<file path="config.mk">
export PLATFORM = sky130hd
export DESIGN_NAME = qfgt_alu
export DESIGN_NICKNAME = d
export VERILOG_FILES = /design/src/rtl/qfgt_pkg.sv /design/src/rtl/qfgt_alu.sv
export SDC_FILE = /design/constraint.sdc
export NUM_CORES = 1
export LEC_CHECK = 0
export ABC_AREA = 1
export ABC_CLOCK_PERIOD_IN_PS = 3500
export BUFFER_PORTS_ARGS = -buffer_cell sky130_fd_sc_hd__buf_2
export CAP_MARGIN = 20
export CORE_ASPECT_RATIO = 1.2
export CORE_UTILIZATION = 45
export DETAILED_ROUTE_END_ITERATION = 7
export PLACE_DENSITY_LB_ADDON = 0.1
export SLEW_MARGIN = 40
export SYNTH_ARGS = -nofsm -noshare
export SYNTH_HDL_FRONTEND = slang
export SYNTH_SLANG_ARGS = --single-unit
</file>
<file path="constraint.sdc">
create_clock -name vclk -period 3.5
set_clock_uncertainty 0.15 [all_clocks]
set_input_delay 0.175 -clock vclk [all_inputs]
set_output_delay 0.175 -clock vclk [all_outputs]
set_load 0.1 [all_outputs]
</file>
<file path="src/rtl/qfgt_pkg.sv">
package qfgt_pkg;

  // Problem size and field widths.
  localparam int MAX_VARS = 64;
  localparam int VAR_W    = $clog2(MAX_VARS);
  localparam int SIZE_W   = VAR_W + 1;
  localparam int MAT_AW   = 2 * VAR_W;
  localparam int COEF_W   = 16;
  localparam int GAIN_W   = 32;
  localparam int TOTAL_W  = 48;
  localparam int MODE_W   = 3;

  // Stream payload widths, padded to whole bytes.
  localparam int IN_W  = 32;
  localparam int OUT_W = 88;

  // Mode codes of an input transfer.
  localparam logic [MODE_W-1:0] MODE_LOAD    = 3'd0;
  localparam logic [MODE_W-1:0] MODE_CLEAR   = 3'd1;
  localparam logic [MODE_W-1:0] MODE_INCLUDE = 3'd2;
  localparam logic [MODE_W-1:0] MODE_EXCLUDE = 3'd3;
  localparam logic [MODE_W-1:0] MODE_TOGGLE  = 3'd4;

  typedef enum logic [2:0] {
    ST_IDLE,
    ST_SWEEP,
    ST_TOT_RD,
    ST_TOT,
    ST_OUT_RD,
    ST_OUT
  } state_t;

  typedef enum logic {
    SW_CLEAR,
    SW_FLIP
  } sweep_t;

  // Write port of the coefficient matrix.
  typedef struct packed {
    logic              we;
    logic [MAT_AW-1:0] addr;
    logic [COEF_W-1:0] data;
  } mat_wr_t;

  // Write port of the gain store.
  typedef struct packed {
    logic              we;
    logic [VAR_W-1:0]  addr;
    logic [GAIN_W-1:0] data;
  } gain_wr_t;

endpackage

</file>
<file path="src/rtl/qfgt_alu.sv">
// Shared adder/subtractor used for every gain and objective update.
module qfgt_alu (
  input  logic [qfgt_pkg::TOTAL_W-1:0] a,
  input  logic [qfgt_pkg::TOTAL_W-1:0] b,
  input  logic                         sub,
  output logic [qfgt_pkg::TOTAL_W-1:0] res
);

  // Two's complement add or subtract; the result wraps.
  assign res = sub ? (a - b) : (a + b);

endmodule

</file>
==> flow_metrics.tcl <==
set metrics [dict create \
    outcome "completed" \
    synth.net_count 1283 \
    setup_violations 0 \
    grt_pass1_vias 6743 \
    synth_area_leaders "nand2_1 (29%), inv_1 (16%), ha_1 (11%)" \
    syn_to_final_growth_pct 46.1 \
    synth_area_um2 5530 \
    avgSynthCellArea_um2 4.87 \
    ir_drop_v 0.000621 \
    wire_per_inst_um 15.2 \
    yosysWarnings 0 \
    hold_slack_ns 0.718 \
    worstSetupPathType "primary input to primary output" \
    die_h_um 123 \
    drive_above_1_share_pct 26.0 \
    path_max_fanout 4 \
    hpwlAfterDp_um 19700 \
    wirelength_um 22700 \
    yosysSeqAreaShare_pct 0 \
    die-area_um2 12700 \
    crit_arrival_ns 3.08 \
    final_cell_mix "nand2_1 (404), inv_1 (231), buf_2 (105)" \
    worst_pin_slew_ns 0.484 \
    period_minus_slack_ns 3.40 \
    synth_top_area_cell "nand2_1" \
    final_common_cell "nand2_1" \
    drt-vias-per-instance 5.01 \
    end_kind "primary output" \
    synth_top_area_share_pct 28.6 \
    rows 44 \
    dr.pass1.iters 5 \
    netlist_instances 1136 \
    hold_violations 0 \
    fp.coreArea_um2 12100 \
    gp_congestion 1.03 \
    dr_total_vias 7456 \
    pre_cts_ws_ns -0.165 \
    grt_max_degree 27 \
    globalRoute.totalOverflow 0 \
    dr.first_iter.drc_count 457 \
    synth.distinct_cells 37 \
    initial_utilization_pct 45.9 \
    postRouteAntennaNets 0 \
    io_pins 145 \
    grt.total_usage_pct 35.1 \
    setup_ws_ns 0.0951 \
    seq_area_um2 0 \
    hold_class "primary input to primary output" \
    fin_nets 1476 \
    nFlopsAndLatches 0 \
    max_freq_ghz 0.294 \
    holdBufCountCts 0 \
    fp.dieW_um 103 \
    timing.final.crit_share_pct 97.3 \
    cp.required_ns 3.17 \
    cellLeakagePower_nw 4.58 \
    slew_violations 0 \
    clock_buffers 0 \
    maxCapViolCount 0 \
    grt_pass1_wl_um 33600 \
    power.density_nw_per_um2 427 \
    port_buffers 145 \
    cp-start-kind "primary input" \
    drc 0 \
    antenna_cells 0 \
    antenna_found_initial 0 \
    total_power_mw 3.45 \
    maxSlewHeadroom_pct 67.9 \
]
what timing repair did:
item	CTS	global route
buffers inserted	0	8
pin swaps	3	25
gates cloned	0	0
endpoints found under the setup margin	8	32
resized for setup	8	116
hold endpoints to repair	0	0
per-stage QoR:
| step | setup TNS, ns | cell area (um^2) | std cells | utilization (%) |
|---|---|---|---|---|
| after floorplan | 0 | 5680 | 1136 | - |
| after global placement | -0.113 | 7520 | 1480 | 62.3 |
| after detailed placement | -0.443 | 7520 | 1480 | 62.3 |
| after CTS | 0 | 7550 | 1480 | 62.6 |
| after global routing | -0.264 | 8080 | 1488 | 67.0 |
| final | 0 | 8080 | 1488 | 67.0 |
worst max-delay path, stage by stage:
cell,delay [ns]
buf_2,0.12
nor2_1,0.18
nand2_1,0.11
inv_1,0.12
buf_4,0.13
nand2_1,0.04
o21ai_1,0.18
xor2_1,0.31
ha_1,0.34
nand2_1,0.09
inv_1,0.05
nand2_1,0.12
inv_1,0.08
nand2_1,0.07
nand2_1,0.08
nand3b_1,0.28
nand2_1,0.18
nand3_1,0.08
nand2_1,0.13
buf_12,0.19
power breakdown:
group	internal [mW]	total, mW	leakage, nW	switching (mW)
combinational	1.11	3.45	4.58	2.34
sequential	0	0	0	0
clock	0	0	0	0
routing by layer:
| layer | share of wire, % | vias up | track usage [%] |
|---|---|---|---|
| met3 | 6.5 | 66 | 5.77 |
| li1 | - | 3827 | - |
| met1 | 40 | 3268 | 41.4 |
| met2 | 47 | 295 | 60.0 |
| met5 | 0 | - | 0 |
| met4 | 6.7 | 0 | 19.5 |
kinds of logic (layout without fill, tap and decap cells):
group,Yosys count,in the layout,synth area share [%]
AOI/OAI and AO/OA,78,78,7.91
buffers and inverters,244,435,16.6
and+or+nand+nor,698,698,53.6
xor gates and xnor gates,66,66,10.4
adders and majority gates,50,50,11.4
area by class of cell:
type               instances  area, um^2
multi-input cells        892        5260
repair buffers           196        1720
fillers                 1190        3970
inverters                239         900
well taps                161         201
worst paths after layout:
path	endpoint	slack, ns	startpoint	cells after the start
worst max-delay path	res[36]	0.1	b[13]	20
worst min-delay path	res[11]	0.72	a[11]	4
cells in the mapped netlist:
library cell / count
nor2_4: 3
clkbuf_1: 1
o21ai_0: 20
xor2_1: 57
o21ai_1: 4
nand2_4: 1
xnor2_1: 9
inv_1: 238
fa_1: 1
nor3_1: 11
buf_2: 4
nand3_1: 70
a21o_1: 2
nor3_4: 1
a31oi_1: 1
o21a_1: 1
inv_2: 1
a21oi_1: 39
nand3_4: 1
nand3b_1: 7
nor2_2: 10
or2_2: 1
nor3_2: 2
ha_1: 49
o21ai_2: 2
nand4_1: 17
nand3_2: 3
nor2_8: 1
o211ai_1: 2
nor4_1: 2
nor2_1: 132
o21ai_4: 1
o21bai_1: 5
o31ai_1: 1
and2_1: 5
nand2_1: 421
nand2_2: 10
Note: power is estimated with default switching activity, not from simulation.
