<file path="config.mk">
export PLATFORM = sky130hd
export DESIGN_NAME = qfgt_gain_mem
export DESIGN_NICKNAME = d
export VERILOG_FILES = /design/src/rtl/qfgt_pkg.sv /design/src/rtl/qfgt_gain_mem.sv
export SDC_FILE = /design/constraint.sdc
export NUM_CORES = 2
export LEC_CHECK = 0
export BUFFER_PORTS_ARGS = -buffer_cell sky130_fd_sc_hd__buf_2
export CORE_ASPECT_RATIO = 1.25
export CORE_MARGIN = 4
export CORE_UTILIZATION = 57
export DETAILED_ROUTE_END_ITERATION = 10
export GPL_ROUTABILITY_DRIVEN = 1
export PLACE_DENSITY = 0.81
export REMOVE_ABC_BUFFERS = 1
export SYNTH_ARGS = -nofsm -noshare
export SYNTH_HDL_FRONTEND = slang
export SYNTH_SLANG_ARGS = --single-unit
</file>
<file path="constraint.sdc">
create_clock -name clk -period 4.3 [get_ports clk]
set_input_delay 0 -clock clk [delete_from_list [all_inputs] [get_ports clk]]
set_output_delay 0 -clock clk [all_outputs]
set_load 0.01 [all_outputs]
</file>
<file path="src/rtl/qfgt_pkg.sv">
package qfgt_pkg;

  // Problem size and field widths.
  localparam int MAX_VARS = 64;
  localparam int VAR_W    = $clog2(MAX_VARS);
  localparam int SIZE_W   = VAR_W + 1;
  localparam int MAT_AW   = 2 * VAR_W;
  localparam int COEF_W   = 16;
  localparam int GAIN_W   = 32;
  localparam int TOTAL_W  = 48;
  localparam int MODE_W   = 3;

  // Stream payload widths, padded to whole bytes.
  localparam int IN_W  = 32;
  localparam int OUT_W = 88;

  // Mode codes of an input transfer.
  localparam logic [MODE_W-1:0] MODE_LOAD    = 3'd0;
  localparam logic [MODE_W-1:0] MODE_CLEAR   = 3'd1;
  localparam logic [MODE_W-1:0] MODE_INCLUDE = 3'd2;
  localparam logic [MODE_W-1:0] MODE_EXCLUDE = 3'd3;
  localparam logic [MODE_W-1:0] MODE_TOGGLE  = 3'd4;

  typedef enum logic [2:0] {
    ST_IDLE,
    ST_SWEEP,
    ST_TOT_RD,
    ST_TOT,
    ST_OUT_RD,
    ST_OUT
  } state_t;

  typedef enum logic {
    SW_CLEAR,
    SW_FLIP
  } sweep_t;

  // Write port of the coefficient matrix.
  typedef struct packed {
    logic              we;
    logic [MAT_AW-1:0] addr;
    logic [COEF_W-1:0] data;
  } mat_wr_t;

  // Write port of the gain store.
  typedef struct packed {
    logic              we;
    logic [VAR_W-1:0]  addr;
    logic [GAIN_W-1:0] data;
  } gain_wr_t;

endpackage

</file>
<file path="src/rtl/qfgt_gain_mem.sv">
// Gain store with one valid bit per entry; an entry never written reads as zero.
module qfgt_gain_mem (
  input  logic                        clk,
  input  logic                        rst_n,
  input  qfgt_pkg::gain_wr_t          wr,
  input  logic [qfgt_pkg::VAR_W-1:0]  raddr,
  output logic [qfgt_pkg::GAIN_W-1:0] rdata
);

  logic [qfgt_pkg::GAIN_W-1:0]   mem [qfgt_pkg::MAX_VARS];
  logic [qfgt_pkg::MAX_VARS-1:0] valid_r;
  logic [qfgt_pkg::GAIN_W-1:0]   rdata_r;

  // Valid bits are cleared by reset.
  always_ff @(posedge clk) begin
    if (!rst_n) begin
      valid_r <= '0;
    end else if (wr.we) begin
      valid_r[wr.addr] <= 1'b1;
    end
  end

  // Array write and registered read.
  always_ff @(posedge clk) begin
    if (wr.we) begin
      mem[wr.addr] <= wr.data;
    end
    rdata_r <= valid_r[raddr] ? mem[raddr] : '0;
  end

  assign rdata = rdata_r;

endmodule

</file>
==> summary.md <==
| Metric | Value |
|---|---|
| Status | finished, final reports clean |
| Final #Nets | 3852 |
| Starting Density | 57.4% |
| Num rows | 154 |
| Slew Viols, Final | 0 |
| Wirelength, routed | 210000 um |
| Die height | 429 um |
| Initial antenna violation count | 12 |
| Least-Margin Pin Slew | 1.34 ns |
| Placed inst area | 84300 um^2 |
| Reg2reg setup slack | 1.67 ns |
| Footprint of the multi-input gates | 16800 um^2 |
| Maxcap violations | 0 |
| Period minus WS final | 2.68 ns |
| CTS resizes | 0 |
| CTS Buf Count | 181 |
| Post-synthesis sequential area ratio | 78.5% |
| Clock Skews | 0.0410 ns |
| Startpoint types | input pin |
| Layout cell share with drive strength beyond 1 | 27.6% |
| Total track usage | 28.9% |
| Gpl congestion | 0.827 |
| Overall Power | 0.0418 W |
| Delay of the slowest critical-path stage | 0.94 ns |
| Fmax | 0.373 GHz |
| Critical-path top delay cell | nor2_4 |
| Tcrit/Tclk final | 62.3% |
| Fill count | 8205 |
| Overflow after GRT | 0 |
| Syn. warnings | 0 |
| Number of global-route vias before repair | 42600 |
| Register area | 63400 um^2 |
| Pleak | 28.2 nW |
| WP data arrival | 3.18 ns |
| Pwr Density | 461 nW/um^2 |
| Dominant cells by area after synthesis | edfxtp_1 76%, mux4_2 14%, dfxtp_1 2.4%, a22oi_1 2.3%, a21oi_1 0.59% |
| Post-Synthesis Cells | 3570 |
| CTS tree | built |
| Clock Path Buffers | 3 |
| Crit-path cells | dlygate4sd3_1 -> buf_2 -> nor2b_1 -> nand3_1 -> nor2_4 -> buf_4 |
| WL per Instance | 36.0 um |
| Worst rel slew slack | 10.8% |
| Post-synth top area cell | edfxtp_1 |
| Global-route wire length before repair | 305000 um |
| CTS H-tree depth | 4 |
| Clk pin slew, worst setup/hold paths | 0.07 ns |
| VDD IR max | 0.000409 V |
| Buffers on Ports | 78 |
| Mapped cell area | 80800 um^2 |
| First-pass DRT Iterations | 6 |
| Crit. End Element | register |
| Critical path class | in -> reg |
| Vias per cell | 7.09 |
| 1st-iter DRT viols | 6791 |
| Post-synth top flop | edfxtp_1 |
| Synth unique cells | 51 |
| Avg Cell Area, Syn | 22.6 um^2 |
| Pin count of the biggest net entering global routing | 71 |
| HPWL Detailed | 111000 um |
| Clk_lat worst skew | 0.84 ns |
| Type of the most critical hold path | in -> reg |
| Postcts setup bufs | 0 |
| Die W | 345 um |
| Antenna Nets Post-Route | 0 |
| #FFs+latches synth | 2144 |
| IO Pins | 79 |
| CORE AREA | 141000 um^2 |
| Synth async-reset ratio | 0% |
| # clock sinks | 2144 |
| Root buf cell | clkbuf_16 |
| Vias | 41400 |
| CP max FO | 20 |
| Hold Violations, Final | 0 |
| RSZ-0062 raised after global routing | false |
| Layout area overhead | 12.2% |
| Final setup vio count | 0 |
| Data required time of the critical path | 4.80 ns |
| Post-synth EDFFs | 2048 |
| Full die area | 148000 um^2 |
| Synth top area share | 76.1% |
| Cell area after layout | 90700 um^2 |
| DRC viols | 0 |
| Final core occ | 64.4% |
[logic make-up (layout without fill, tap and decap cells)]
group | count (synthesis) | count (layout) | synth area share (%)
AND/OR/NAND/NOR | 226 | 226 | 1.32
flip-flops | 2144 | 2144 | 78.5
AO/OA/AOI/OAI | 439 | 439 | 3.79
buffers and inverters | 208 | 596 | 1.37
multiplexers | 553 | 553 | 15.0
other | 0 | 6 | 0
[synthesized netlist by cell type, types with 11 or more instances]
library cell     n
buf_2           35
mux2i_1         18
nor3_1          25
a21oi_1         96
buf_1           19
edfxtp_1      2048
o21a_1          64
nor2_1          90
mux4_2         514
clkbuf_1       104
dfxtp_1         96
nand3_1         13
buf_4           23
nand2_1         53
buf_6           21
nor2b_1         15
mux2_2          11
a22oi_1        246
[critical path, delay by kind of cell]
family / cells / cell delay [ns]
buffers and inverters: 3 / 1.22
and+or+nand+nor: 3 / 1.94
[cell usage in the layout (no fill, tap or decap), drive strengths merged, types with 3 or more instances in the layout]
cell type	instances
clkinvlp	5
nand3	13
buf	221
a22oi	247
nor3	35
nand4	3
mux2i	18
o22ai	5
diode	6
o21a	64
nor2b	15
nand2b	7
clkbuf	241
mux4	524
dfxtp	96
dlygate4sd3	37
a21oi	97
inv	13
clkinv	61
bufinv	18
o21ai	6
edfxtp	2048
a211oi	6
nand2	54
mux2	11
nor2	90
[per-layer routing]
metal	up-vias	routed length [um]	GRT usage [%]
met2	3629	104000	46.4
met3	836	25700	7.14
met5	-	67	0
met4	10	13300	14.9
met1	21200	67100	36.9
li1	15700	-	-
[through the flow]
| stage | cells | hold slack (ns) | setup WS [ns] | setup TNS [ns] |
|---|---|---|---|---|
| detailed placement | 5457 | 0.426 | 1.38 | 0 |
| finish | 5836 | 0.0666 | 1.62 | 0 |
| CTS | 5830 | 0.0204 | 1.76 | 0 |
| global placement | 5457 | 0.429 | 1.35 | 0 |
| floorplan | 3364 | 0.0989 | -0.701 | -20.36 |
| global route | 5831 | 0.0675 | 1.57 | 0 |
[path summary, 6_finish.rpt]
path | cells after the start | start | endpoint
hold reg to reg | 1 | valid_r[25] | valid_r[25]
setup / recovery | 6 | wr[38] | mem[29][1]
hold / removal | 3 | wr[37] | mem[53][6]
setup reg to reg | 6 | valid_r[61] | rdata[7]
[where the power goes]
part           total [W]  switching [W]  internal (W)
clock network     0.0167        0.00750       0.00923
logic            0.00198        0.00128      0.000702
registers         0.0230      0.0000468        0.0230
[final cells by class]
cell class / instances / share of cell area (%)
inverters: 2 / 0.00828
repair buffers: 258 / 2.32
flip-flops and latches: 2144 / 70.0
clock inverters: 95 / 1.16
well taps: 1872 / 2.58
clock buffers: 241 / 5.45
multi-input cells: 1218 / 18.5
diodes: 6 / 0.0166
[state kept, by name, summed over array words and instances, names as in the netlist]
name,count
mem,2048
valid_r,64
rdata,32
[what timing repair did]
item | CTS | global route
endpoints found under the hold margin | 1747 | 0
setup endpoints to repair | 0 | 0
hold buffers | 37 | 0
(Power assumes the default switching activity.)
